<file path="src/design/humidity_reading_parser_median_unit_assert.svh">
// Assertion macros shared by the humidity reading parser RTL.
`ifndef HUMIDITY_READING_PARSER_MEDIAN_UNIT_ASSERT_SVH
`define HUMIDITY_READING_PARSER_MEDIAN_UNIT_ASSERT_SVH

// Check that cons holds in the same cycle whenever ante holds.
`define HRPM_ASSERT_IMPLIES(label, ante, cons, msg) \
    label: assert property (@(posedge clk) disable iff (!rst_n) (ante) |-> (cons)) \
        else $error(msg);

// Check that cond never holds.
`define HRPM_ASSERT_NEVER(label, cond, msg) \
    label: assert property (@(posedge clk) disable iff (!rst_n) !(cond)) \
        else $error(msg);

`endif

</file>
<file path="src/design/hrpm_pkg.sv">
// Package: types, character codes and limits for the humidity reading parser.
`timescale 1ns / 1ps
`default_nettype none

package hrpm_pkg;

    localparam int VAL_W           = 14;
    localparam int TIMEOUT_W       = 16;
    localparam int WARMUP_W        = 3;
    localparam int CHAR_W          = 8;
    localparam int FC_W            = 4;
    localparam int INT_W           = 14;
    localparam int FRAC_W          = 7;
    localparam int FDIG_W          = 2;
    localparam int TOTAL_W         = 21;
    localparam int DIGIT_SUM_W     = 18;
    localparam int CFG_IDX_W       = 2;
    localparam int CFG_DATA_W      = 16;
    localparam int MAX_FIELD_CHARS = 10;
    localparam int MED_TAPS        = 5;
    localparam int HIST_DEPTH      = 4;
    localparam int RANK_W          = 3;

    localparam logic [VAL_W-1:0]     VAL_MAX        = 14'd16383;
    localparam logic [RANK_W-1:0]    MED_RANK       = 3'd2;
    localparam logic [TIMEOUT_W-1:0] TIMEOUT_SAT    = 16'hFFFF;

    localparam logic [TIMEOUT_W-1:0] TIMEOUT_RESET  = 16'd5000;
    localparam logic [VAL_W-1:0]     MAX_VAL_RESET  = 14'd10000;
    localparam logic [VAL_W-1:0]     MIN_VAL_RESET  = 14'd0;
    localparam logic [WARMUP_W-1:0]  WARMUP_RESET   = 3'd5;

    localparam logic ACTION_BYTE = 1'b0;
    localparam logic ACTION_TICK = 1'b1;

    localparam logic [CHAR_W-1:0] CH_R     = 8'h52;
    localparam logic [CHAR_W-1:0] CH_H     = 8'h48;
    localparam logic [CHAR_W-1:0] CH_EQ    = 8'h3D;
    localparam logic [CHAR_W-1:0] CH_PCT   = 8'h25;
    localparam logic [CHAR_W-1:0] CH_PLUS  = 8'h2B;
    localparam logic [CHAR_W-1:0] CH_MINUS = 8'h2D;
    localparam logic [CHAR_W-1:0] CH_POINT = 8'h2E;
    localparam logic [CHAR_W-1:0] CH_0     = 8'h30;
    localparam logic [CHAR_W-1:0] CH_9     = 8'h39;
    localparam logic [CHAR_W-1:0] CH_SPACE = 8'h20;
    localparam logic [CHAR_W-1:0] CH_TAB   = 8'h09;
    localparam logic [CHAR_W-1:0] CH_CR    = 8'h0D;

    typedef enum logic [1:0] {
        PFX_R,
        PFX_H,
        PFX_EQ,
        PFX_FIELD
    } prefix_stage_t;

    typedef enum logic [CFG_IDX_W-1:0] {
        CFG_TIMEOUT,
        CFG_MAX_VALUE,
        CFG_MIN_VALUE,
        CFG_WARMUP
    } cfg_index_t;

    typedef struct packed {
        logic             accepted;
        logic             rejected;
        logic [VAL_W-1:0] sample;
    } field_done_t;

endpackage

`default_nettype wire

</file>
<file path="src/design/hrpm_ifs.sv">
// Interfaces: input beat, result beat and configuration write channels.
`timescale 1ns / 1ps
`default_nettype none

interface hrpm_rx_if;
    import hrpm_pkg::*;
    logic              valid;
    logic              ready;
    logic              action;
    logic [CHAR_W-1:0] rx_byte;

    modport source (output valid, output action, output rx_byte, input ready);
    modport sink   (input valid, input action, input rx_byte, output ready);
endinterface

interface hrpm_reading_if;
    import hrpm_pkg::*;
    logic             valid;
    logic             ready;
    logic [VAL_W-1:0] filtered_value;
    logic             value_ok;
    logic             new_reading;
    logic             reading_rejected;

    modport source (output valid, output filtered_value, output value_ok,
                    output new_reading, output reading_rejected, input ready);
    modport sink   (input valid, input filtered_value, input value_ok,
                    input new_reading, input reading_rejected, output ready);
endinterface

interface hrpm_cfg_if;
    import hrpm_pkg::*;
    logic                  valid;
    logic                  ready;
    logic [CFG_IDX_W-1:0]  index;
    logic [CFG_DATA_W-1:0] data;

    modport source (output valid, output index, output data, input ready);
    modport sink   (input valid, input index, input data, output ready);
endinterface

`default_nettype wire

</file>
<file path="src/design/humidity_reading_parser_median_unit.sv">
// Top level: input register, parser, median filter, ok tracking and result register.
//
//  channel   role   beat payload
//  rx        sink   action, rx_byte
//  reading   source filtered_value, value_ok, new_reading, reading_rejected
//  cfg       sink   index, data (always ready)
//
//  One beat per cycle while reading is not stalled; an rx beat passes from the input
//  register through the parse/median logic into the result register.
//  Async active-low reset sets all but the stage data registers to documented values.
//  A stalled reading holds the result register; rx keeps taking one more beat into
//  the input register, then stalls until the result is taken.
`timescale 1ns / 1ps
`default_nettype none

`include "humidity_reading_parser_median_unit_assert.svh"

module humidity_reading_parser_median_unit
    import hrpm_pkg::*;
(
    input  logic            clk,
    input  logic            rst_n,
    hrpm_rx_if.sink         rx,
    hrpm_reading_if.source  reading,
    hrpm_cfg_if.sink        cfg
);

    logic [TIMEOUT_W-1:0] timeout_reg;
    logic [VAL_W-1:0]     max_value_reg;
    logic [VAL_W-1:0]     min_value_reg;
    logic [WARMUP_W-1:0]  warmup_samples_reg;

    logic                 s1_valid_reg, s1_valid_next;
    logic                 s1_action_reg;
    logic [CHAR_W-1:0]    s1_byte_reg;

    logic [VAL_W-1:0]     filtered_reg, filtered_next;
    logic [WARMUP_W-1:0]  warmup_reg, warmup_next;
    logic                 ok_reg, ok_next;
    logic [TIMEOUT_W-1:0] ms_reg, ms_next;

    logic                 out_valid_reg, out_valid_next;
    logic [VAL_W-1:0]     out_value_reg;
    logic                 out_ok_reg;
    logic                 out_new_reg;
    logic                 out_rej_reg;

    logic                 advance;
    logic                 rx_take;
    field_done_t          done;
    logic [VAL_W-1:0]     median;

    assign advance   = s1_valid_reg && (!out_valid_reg || reading.ready);
    assign rx.ready  = !s1_valid_reg || advance;
    assign rx_take   = rx.valid && rx.ready;
    assign cfg.ready = 1'b1;

    assign reading.valid            = out_valid_reg;
    assign reading.filtered_value   = out_value_reg;
    assign reading.value_ok         = out_ok_reg;
    assign reading.new_reading      = out_new_reg;
    assign reading.reading_rejected = out_rej_reg;

    hrpm_parser u_parser (
        .clk       (clk),
        .rst_n     (rst_n),
        .enable    (advance),
        .action    (s1_action_reg),
        .rx_byte   (s1_byte_reg),
        .min_value (min_value_reg),
        .max_value (max_value_reg),
        .done      (done)
    );

    hrpm_median u_median (
        .clk    (clk),
        .rst_n  (rst_n),
        .shift  (done.accepted),
        .sample (done.sample),
        .median (median)
    );

    always_ff @(posedge clk or negedge rst_n)
    begin
        if (!rst_n)
        begin
            timeout_reg        <= TIMEOUT_RESET;
            max_value_reg      <= MAX_VAL_RESET;
            min_value_reg      <= MIN_VAL_RESET;
            warmup_samples_reg <= WARMUP_RESET;
        end
        else if (cfg.valid && cfg.ready)
        begin
            case (cfg_index_t'(cfg.index))
                CFG_TIMEOUT:   timeout_reg        <= cfg.data;
                CFG_MAX_VALUE: max_value_reg      <= cfg.data[VAL_W-1:0];
                CFG_MIN_VALUE: min_value_reg      <= cfg.data[VAL_W-1:0];
                CFG_WARMUP:    warmup_samples_reg <= cfg.data[WARMUP_W-1:0];
                default:       timeout_reg        <= timeout_reg;
            endcase
        end
    end

    always_comb
    begin
        s1_valid_next = rx_take ? 1'b1 : (advance ? 1'b0 : s1_valid_reg);
        out_valid_next = advance ? 1'b1 : (reading.ready ? 1'b0 : out_valid_reg);

        ms_next       = ms_reg;
        filtered_next = filtered_reg;
        warmup_next   = warmup_reg;
        ok_next       = ok_reg;

        if (advance)
        begin
            if ((s1_action_reg == ACTION_TICK) && (ms_reg != TIMEOUT_SAT))
                ms_next = ms_reg + TIMEOUT_W'(1);
            if (done.accepted)
            begin
                ms_next       = '0;
                filtered_next = median;
                if (warmup_reg < warmup_samples_reg)
                    warmup_next = warmup_reg + WARMUP_W'(1);
                else
                    ok_next = 1'b1;
            end
            // drop ok and restart warmup once the reading goes stale
            if (ms_next > timeout_reg)
            begin
                ok_next     = 1'b0;
                warmup_next = '0;
            end
        end
    end

    always_ff @(posedge clk or negedge rst_n)
    begin
        if (!rst_n)
        begin
            s1_valid_reg  <= 1'b0;
            out_valid_reg <= 1'b0;
            filtered_reg  <= '0;
            warmup_reg    <= '0;
            ok_reg        <= 1'b0;
            ms_reg        <= '0;
        end
        else
        begin
            s1_valid_reg  <= s1_valid_next;
            out_valid_reg <= out_valid_next;
            filtered_reg  <= filtered_next;
            warmup_reg    <= warmup_next;
            ok_reg        <= ok_next;
            ms_reg        <= ms_next;
        end
    end

    always_ff @(posedge clk)
    begin
        if (rx_take)
        begin
            s1_action_reg <= rx.action;
            s1_byte_reg   <= rx.rx_byte;
        end
        if (advance)
        begin
            out_value_reg <= filtered_next;
            out_ok_reg    <= ok_next;
            out_new_reg   <= done.accepted;
            out_rej_reg   <= done.rejected;
        end
    end

    `HRPM_ASSERT_NEVER(a_flags_excl, out_valid_reg && out_new_reg && out_rej_reg, "both flags")
    `HRPM_ASSERT_IMPLIES(a_new_ms, out_valid_reg && out_new_reg, ms_reg == '0, "ms not cleared")
    `HRPM_ASSERT_IMPLIES(a_value, out_valid_reg, out_value_reg == filtered_reg, "value mismatch")
    `HRPM_ASSERT_IMPLIES(a_ok_tracks, out_valid_reg, out_ok_reg == ok_reg, "ok mismatch")

endmodule

`default_nettype wire

</file>
<file path="src/design/hrpm_parser.sv">
// Parser: prefix search, per-character number parse and field completion.
`timescale 1ns / 1ps
`default_nettype none

module hrpm_parser
    import hrpm_pkg::*;
(
    input  logic              clk,
    input  logic              rst_n,
    input  logic              enable,
    input  logic              action,
    input  logic [CHAR_W-1:0] rx_byte,
    input  logic [VAL_W-1:0]  min_value,
    input  logic [VAL_W-1:0]  max_value,
    output field_done_t       done
);

    prefix_stage_t     stage_reg, stage_next;
    logic [FC_W-1:0]   chars_reg, chars_next;
    logic [INT_W-1:0]  int_reg, int_next;
    logic [FRAC_W-1:0] frac_reg, frac_next;
    logic [FDIG_W-1:0] fdig_reg, fdig_next;
    logic              sign_reg, sign_next;
    logic              point_reg, point_next;
    logic              started_reg, started_next;
    logic              stopped_reg, stopped_next;
    logic              over_reg, over_next;

    logic                   is_digit;
    logic                   is_space;
    logic [3:0]             digit;
    logic [DIGIT_SUM_W-1:0] int_digit;
    logic [FRAC_W-1:0]      frac_scaled;
    logic [TOTAL_W-1:0]     total;
    logic                   total_over;
    logic [VAL_W-1:0]       sample;
    logic                   negative;
    logic                   bad;

    assign is_digit  = (rx_byte >= CH_0) && (rx_byte <= CH_9);
    assign is_space  = (rx_byte == CH_SPACE) || ((rx_byte >= CH_TAB) && (rx_byte <= CH_CR));
    assign digit     = rx_byte[3:0];
    assign int_digit = DIGIT_SUM_W'(int_reg) * DIGIT_SUM_W'(10) + DIGIT_SUM_W'(digit);

    always_comb
    begin
        case (fdig_reg)
            2'd0:    frac_scaled = '0;
            2'd1:    frac_scaled = FRAC_W'(frac_reg * FRAC_W'(10));
            default: frac_scaled = frac_reg;
        endcase
    end

    assign total      = TOTAL_W'(int_reg) * TOTAL_W'(100) + TOTAL_W'(frac_scaled);
    assign total_over = total > TOTAL_W'(VAL_MAX);
    assign sample     = total_over ? VAL_MAX : total[VAL_W-1:0];
    assign negative   = sign_reg && (total != '0);
    assign bad        = over_reg || total_over || negative
                        || (sample < min_value) || (sample > max_value);

    always_comb
    begin
        stage_next   = stage_reg;
        chars_next   = chars_reg;
        int_next     = int_reg;
        frac_next    = frac_reg;
        fdig_next    = fdig_reg;
        sign_next    = sign_reg;
        point_next   = point_reg;
        started_next = started_reg;
        stopped_next = stopped_reg;
        over_next    = over_reg;
        done.accepted = 1'b0;
        done.rejected = 1'b0;
        done.sample   = sample;

        if (enable && (action == ACTION_BYTE))
        begin
            case (stage_reg)
                PFX_R:
                begin
                    if (rx_byte == CH_R)
                        stage_next = PFX_H;
                end
                PFX_H:
                begin
                    stage_next = (rx_byte == CH_H) ? PFX_EQ : PFX_R;
                end
                PFX_EQ:
                begin
                    stage_next = (rx_byte == CH_EQ) ? PFX_FIELD : PFX_R;
                end
                PFX_FIELD:
                begin
                    if (rx_byte == CH_PCT)
                    begin
                        done.accepted = !bad;
                        done.rejected = bad;
                        stage_next   = PFX_R;
                        chars_next   = '0;
                        int_next     = '0;
                        frac_next    = '0;
                        fdig_next    = '0;
                        sign_next    = 1'b0;
                        point_next   = 1'b0;
                        started_next = 1'b0;
                        stopped_next = 1'b0;
                        over_next    = 1'b0;
                    end
                    else
                    begin
                        if (!stopped_reg && (started_reg || !is_space))
                        begin
                            if (!started_reg && ((rx_byte == CH_PLUS) || (rx_byte == CH_MINUS)))
                            begin
                                started_next = 1'b1;
                                sign_next    = (rx_byte == CH_MINUS);
                            end
                            else
                            begin
                                started_next = 1'b1;
                                if (is_digit)
                                begin
                                    if (!point_reg)
                                    begin
                                        if (over_reg || (int_digit > DIGIT_SUM_W'(VAL_MAX)))
                                        begin
                                            over_next = 1'b1;
                                            int_next  = VAL_MAX;
                                        end
                                        else
                                        begin
                                            int_next = int_digit[INT_W-1:0];
                                        end
                                    end
                                    else if (fdig_reg < 2'd2)
                                    begin
                                        frac_next = FRAC_W'(frac_reg * FRAC_W'(10))
                                                    + FRAC_W'(digit);
                                        fdig_next = fdig_reg + 2'd1;
                                    end
                                end
                                else if ((rx_byte == CH_POINT) && !point_reg)
                                begin
                                    point_next = 1'b1;
                                end
                                else
                                begin
                                    stopped_next = 1'b1;
                                end
                            end
                        end
                        chars_next = chars_reg + FC_W'(1);
                        // drop a field that runs too long and hunt for the prefix again
                        if (chars_next >= FC_W'(MAX_FIELD_CHARS))
                        begin
                            stage_next   = PFX_R;
                            chars_next   = '0;
                            int_next     = '0;
                            frac_next    = '0;
                            fdig_next    = '0;
                            sign_next    = 1'b0;
                            point_next   = 1'b0;
                            started_next = 1'b0;
                            stopped_next = 1'b0;
                            over_next    = 1'b0;
                        end
                    end
                end
                default:
                begin
                    stage_next = PFX_R;
                end
            endcase
        end
    end

    always_ff @(posedge clk or negedge rst_n)
    begin
        if (!rst_n)
        begin
            stage_reg   <= PFX_R;
            chars_reg   <= '0;
            int_reg     <= '0;
            frac_reg    <= '0;
            fdig_reg    <= '0;
            sign_reg    <= 1'b0;
            point_reg   <= 1'b0;
            started_reg <= 1'b0;
            stopped_reg <= 1'b0;
            over_reg    <= 1'b0;
        end
        else
        begin
            stage_reg   <= stage_next;
            chars_reg   <= chars_next;
            int_reg     <= int_next;
            frac_reg    <= frac_next;
            fdig_reg    <= fdig_next;
            sign_reg    <= sign_next;
            point_reg   <= point_next;
            started_reg <= started_next;
            stopped_reg <= stopped_next;
            over_reg    <= over_next;
        end
    end

endmodule

`default_nettype wire

</file>
<file path="src/design/hrpm_median.sv">
// Five-sample median: four-entry history and a rank-select network.
`timescale 1ns / 1ps
`default_nettype none

module hrpm_median
    import hrpm_pkg::*;
(
    input  logic             clk,
    input  logic             rst_n,
    input  logic             shift,
    input  logic [VAL_W-1:0] sample,
    output logic [VAL_W-1:0] median
);

    logic [VAL_W-1:0]  hist_reg [HIST_DEPTH];
    logic [VAL_W-1:0]  w        [MED_TAPS];
    logic [RANK_W-1:0] rank     [MED_TAPS];

    always_comb
    begin
        w[0] = sample;
        for (int i = 0; i < HIST_DEPTH; i++)
            w[i+1] = hist_reg[i];
    end

    always_comb
    begin
        for (int i = 0; i < MED_TAPS; i++)
        begin
            rank[i] = '0;
            for (int j = 0; j < MED_TAPS; j++)
            begin
                if ((j != i) && ((w[j] < w[i]) || ((w[j] == w[i]) && (j < i))))
                    rank[i] = rank[i] + RANK_W'(1);
            end
        end
    end

    always_comb
    begin
        median = w[0];
        for (int i = 0; i < MED_TAPS; i++)
        begin
            if (rank[i] == MED_RANK)
                median = w[i];
        end
    end

    always_ff @(posedge clk or negedge rst_n)
    begin
        if (!rst_n)
        begin
            for (int i = 0; i < HIST_DEPTH; i++)
                hist_reg[i] <= '0;
        end
        else if (shift)
        begin
            hist_reg[0] <= sample;
            for (int i = 1; i < HIST_DEPTH; i++)
                hist_reg[i] <= hist_reg[i-1];
        end
    end

endmodule

`default_nettype wire
</file>
<file path="src/flat_wrapper.sv">
// flat-port wrapper written by rule: the top's interface ports become plain ports
module humidity_reading_parser_median_unit_flat import hrpm_pkg::*;
  (clk, rst_n, rx_valid, rx_action, rx_rx_byte, rx_ready, reading_valid, reading_filtered_value, reading_value_ok, reading_new_reading, reading_reading_rejected, reading_ready, cfg_valid, cfg_index, cfg_data, cfg_ready);
  hrpm_rx_if rx_i ();
  hrpm_reading_if reading_i ();
  hrpm_cfg_if cfg_i ();
  input  logic clk;
  input  logic rst_n;
  input wire logic [$bits(rx_i.valid)-1:0] rx_valid;
  input wire logic [$bits(rx_i.action)-1:0] rx_action;
  input wire logic [$bits(rx_i.rx_byte)-1:0] rx_rx_byte;
  output wire logic [$bits(rx_i.ready)-1:0] rx_ready;
  output wire logic [$bits(reading_i.valid)-1:0] reading_valid;
  output wire logic [$bits(reading_i.filtered_value)-1:0] reading_filtered_value;
  output wire logic [$bits(reading_i.value_ok)-1:0] reading_value_ok;
  output wire logic [$bits(reading_i.new_reading)-1:0] reading_new_reading;
  output wire logic [$bits(reading_i.reading_rejected)-1:0] reading_reading_rejected;
  input wire logic [$bits(reading_i.ready)-1:0] reading_ready;
  input wire logic [$bits(cfg_i.valid)-1:0] cfg_valid;
  input wire logic [$bits(cfg_i.index)-1:0] cfg_index;
  input wire logic [$bits(cfg_i.data)-1:0] cfg_data;
  output wire logic [$bits(cfg_i.ready)-1:0] cfg_ready;
  assign rx_i.valid = rx_valid;
  assign rx_i.action = rx_action;
  assign rx_i.rx_byte = rx_rx_byte;
  assign rx_ready = rx_i.ready;
  assign reading_valid = reading_i.valid;
  assign reading_filtered_value = reading_i.filtered_value;
  assign reading_value_ok = reading_i.value_ok;
  assign reading_new_reading = reading_i.new_reading;
  assign reading_reading_rejected = reading_i.reading_rejected;
  assign reading_i.ready = reading_ready;
  assign cfg_i.valid = cfg_valid;
  assign cfg_i.index = cfg_index;
  assign cfg_i.data = cfg_data;
  assign cfg_ready = cfg_i.ready;
  humidity_reading_parser_median_unit u_core (.clk(clk), .rst_n(rst_n), .rx(rx_i), .reading(reading_i), .cfg(cfg_i));
endmodule
</file>
<file path="config.mk">
export PLATFORM = sky130hd
export DESIGN_NAME = humidity_reading_parser_median_unit_flat
export DESIGN_NICKNAME = d
export VERILOG_FILES = /design/src/design/hrpm_pkg.sv /design/src/design/hrpm_ifs.sv /design/src/design/humidity_reading_parser_median_unit.sv /design/src/design/hrpm_parser.sv /design/src/design/hrpm_median.sv /design/src/flat_wrapper.sv
export VERILOG_INCLUDE_DIRS = /design/src /design/src/design
export SDC_FILE = /design/constraint.sdc
export NUM_CORES = 1
export LEC_CHECK = 0
export BUFFER_PORTS_ARGS = -buffer_cell sky130_fd_sc_hd__buf_2
export CORE_ASPECT_RATIO = 0.9
export CORE_MARGIN = 5
export CORE_UTILIZATION = 50
export CTS_CLUSTER_DIAMETER = 120
export DETAILED_ROUTE_END_ITERATION = 12
export GPL_TIMING_DRIVEN = 0
export PLACE_DENSITY = 0.65
export SYNTH_ARGS = -nofsm -noshare
export SYNTH_HDL_FRONTEND = slang
export SYNTH_HIERARCHICAL = 1
export SYNTH_SLANG_ARGS = --single-unit
</file>
<file path="constraint.sdc">
create_clock -name clk -period 17.44 [get_ports clk]
set_input_delay 0.872 -clock clk [delete_from_list [all_inputs] [get_ports clk]]
set_output_delay 0.872 -clock clk [all_outputs]
set_load 0.005 [all_outputs]
</file>
==> key figures <==
Floorplanning
  – Initial Util: approximately 51%
  – Die X: just over 200 µm
  – IO Pins: 52
  – Core area: between 30000 and 40000 µm²
  – Die area: between 30000 and 40000 µm²
  – Die height: 187 µm
  – FP Rows: 64

CTS
  – Post-CTS Resized: 0
  – Hold_buf cts: 0
  – Clock Sinks: 199
  – Inserted Clock Buffers: 17
  – Clock root cell: clkbuf_16
  – Setup bufs post-CTS: 0
  – H-tree level count: 4
  – Clk_lat worst skew: ~0.45 ns
  – CTS tree: done
  – Clock-pin slew on the worst setup and hold paths: about 0.080 ns
  – Max clock buf depth: 2

Route
  – DRT antenna net count: 0
  – DR vias: ~14000
  – DRC violations left: 0
  – WL final: 44.7 mm
  – Via-to-Cell Ratio: about 5.9
  – WL per Instance: ~18 µm
  – Drt pass-1 iters: 5
  – Starting DRC count in detailed routing: between 1000 and 1500

Logic synthesis
  – FFs w/ async S/R, synth: between 80 and 90%
  – Ys flop type: dfrtp_1
  – Synth top area cells: dfrtp_1 23%, ha_1 21%, o21ai_0 4.5%
  – Syn Inst Count: around 1900
  – Post-synth EDFFs: 26
  – Post-Syn Area per Cell: 9.13 µm²
  – Synthesized flop and latch total: slightly below 200
  – Area share of the leading cell type in the synthesized netlist: approximately a quarter
  – Seq/Total Area, Yosys: between 20% and 30%
  – Post-Syn Nets: around 2200
  – Synth area leader: dfrtp_1
  – Yosys warns: 6
  – Cell Area, Synth: between 15000 and 20000 µm²
  – Yosys cell types: approximately 110

Power and ir drop
  – Switching power: roughly 0.00028 W
  – Leakage power: 9.27 nW
  – Seq pwr share: between 40% and 50%
  – Max rail drop VDD: 69.6 µV
  – Cell Int Power: between 0.0007 and 0.0008 W
  – Combinational share of power: 11.3%
  – Power per cell area: ~56 nW/µm²
  – Clk network pwr share: between 30% and 40%
  – Switching power share of the total: 27.0%

STA
  – Final worst-path cycle share: between 60 and 70%
  – Period minus WS final: 10.96 ns
  – Worst slew pin tran: 1.15 ns
  – Final setup fails: 0
  – F_max: roughly 0.091 GHz
  – Max-Slew Margin vs Limit: between 20% and 30%
  – Max Slew Vio Count: 0
  – Final Skew: 0.0115 ns
  – Setup_tns: 0 ns
  – Endpoints failing hold: 0
  – RSZ-0062 raised after global routing: false

Worst hold path
  – HP Class: input pin to async pin

Final layout
  – # nets final: about 2300
  – Max reg flops: 56
  – Fin util: 55.1%
  – Fraction of layout cells with a size suffix above 1: about 11%
  – Antenna diode count: 0
  – Area grow syn2layout: 8.54%

Setup path
  – CP most frequent cell: ha_1
  – Critical Path End Type: register
  – Crit start category: register
  – CP required: about 18 ns
  – Slowest-stage cell, CP: a2111oi_0
  – Critical path data arrival time: 11.33 ns
  – Worst stage delay on the critical path: approximately 0.63 ns
  – Critical setup path kind: register to register
  – CP Max Fanout: 10

Placement
  – Placer Congestion: just over 0.9
  – Post-detail-place hpwl: about 35 mm
  – IO Port Bufs: 50

GRT
  – Largest net degree at the start of global routing: ~110
  – GRT Util Overall: 23.4%
  – Grt ovf: 0
  – Vias in the first global route: 14300
  – Initial antenna violation count: 4
  – First-pass GRT wire length: 73.6 mm

Flow run
  – Max_cap viols: 0

Status
  – Result of the run: completed
==> through the flow <==
step | setup WS [ns] | hold slack (ns) | cells | power [W] | cell area, µm²
after floorplan | 8.99 | 0.450 | 1898 | 0.000605 | 17300
after global placement | 6.75 | 0.467 | 2410 | 0.000643 | 18200
after detailed placement | 6.62 | 0.471 | 2411 | 0.000649 | 18200
after CTS | 6.60 | 0.366 | 2443 | 0.00107 | 18800
after global routing | 5.61 | 0.384 | 2443 | 0.00111 | 18800
final | 6.48 | 0.344 | 2443 | 0.00106 | 18800
==> cell type report <==
type | instances | area, µm²
clock inverters | 13 | 149
flip-flops and latches | 199 | 5120
well taps | 462 | 578
plain buffers | 54 | 284
clock buffers | 19 | 464
multi-input cells | 1465 | 11200
repair buffers | 51 | 288
fillers | 3139 | 15300
inverters | 180 | 676
==> cell usage after synthesis, types with 14 or more instances <==
library cell and n:
xor2_1 25, o21ai_1 14, o31ai_1 22, o21a_1 17
xnor2_1 29, and2_1 14, a31oi_1 24, ha_1 287
clkbuf_1 33, a21oi_1 88, nand3_1 38, a21o_1 31
nand4_1 51, dfrtp_1 161, inv_1 176, edfxtp_1 26
nand2_1 186, nor2_1 87, nor2b_1 18, nand2b_1 27
mux2_2 46, a211oi_1 18, fa_1 14, mux2i_1 20
nor3_1 29, o21ai_0 156
==> final timing paths <==
path                                                         start                                  endpoint  slack (ns)  cells after the start
setup / recovery            u_core/u_parser/int_reg[2]$_DFFE_PN0P_          u_core/warmup_reg[2]$_DFFE_PN0P_        6.48                     35
hold / removal                                               rst_n             u_core/ms_reg[10]$_DFFE_PN0P_        0.34                      1
setup reg to reg            u_core/u_parser/int_reg[2]$_DFFE_PN0P_          u_core/warmup_reg[2]$_DFFE_PN0P_        6.48                     35
hold reg to reg            u_core/u_parser/frac_reg[6]$_DFFE_PN0P_   u_core/u_parser/frac_reg[6]$_DFFE_PN0P_        0.48                      2
max in group asynchronous                                    rst_n  u_core/u_median/hist_reg[40]$_DFFE_PN0P_       16.12                      2
min in group clk           u_core/u_parser/frac_reg[6]$_DFFE_PN0P_   u_core/u_parser/frac_reg[6]$_DFFE_PN0P_        0.48                      2
==> routing by layer <==
layer	global-route usage, %	share of wire (%)
met1	32.4	46
met2	38.4	47
met3	3.07	4.1
met4	7.06	2.6
met5	0	0.090
==> placed cells by master, fill, tap and decap left out, types with 9 or more instances in the layout <==
cell type and instances:
a211oi_1 18, a21o_1 31, a21oi_1 88, a22oi_2 10
a31oi_1 24, and2_1 14, and3_1 10, and4_1 12
buf_2 59, clkbuf_1 32, clkbuf_16 18, dfrtp_1 161
dfstp_2 12, edfxtp_1 26, fa_1 14, ha_1 287
inv_1 176, mux2_2 46, mux2i_1 20, nand2_1 186
nand2b_1 27, nand3_1 38, nand3b_1 9, nand4_1 51
nor2_1 87, nor2b_1 18, nor3_1 29, o211ai_1 13
o21a_1 17, o21ai_0 156, o21ai_1 14, o221ai_2 10
o31ai_1 22, or2_2 10, xnor2_1 29, xor2_1 25
==> logic make-up after synthesis <==
kind of cell             after synthesis  synth area share (%)
adder cells (fa/ha/maj)              301                  22.3
flip-flops                           199                  29.6
multiplexers                          66                  4.14
AND/OR/NAND/NOR                      539                  15.8
other                                  1                0.0216
buffers and inverters                234                  5.53
AO/OA/AOI/OAI                        504                  19.8
XOR/XNOR                              54                  2.73
==> power by group through the flow <==
stage	combinational [W]	sequential, W	clock, W
final	0.000120	0.000521	0.000416
after global routing	0.000138	0.000524	0.000444
after CTS	0.000121	0.000521	0.000426
after detailed placement	0.000120	0.000530	0
after global placement	0.000115	0.000528	0
after floorplan	0.0000810	0.000524	0
==> worst max-delay path, delay by kind of cell, from the launching register on <==
family | cells | cell delay (ns)
mux | 1 | 0.19
buf+inv | 6 | 1.77
compound gates | 16 | 4.14
simple gates | 6 | 1.97
fa+ha+maj | 6 | 2.31
flops | 1 | 0.50
No activity file was read; power rests on OpenSTA's default activity.
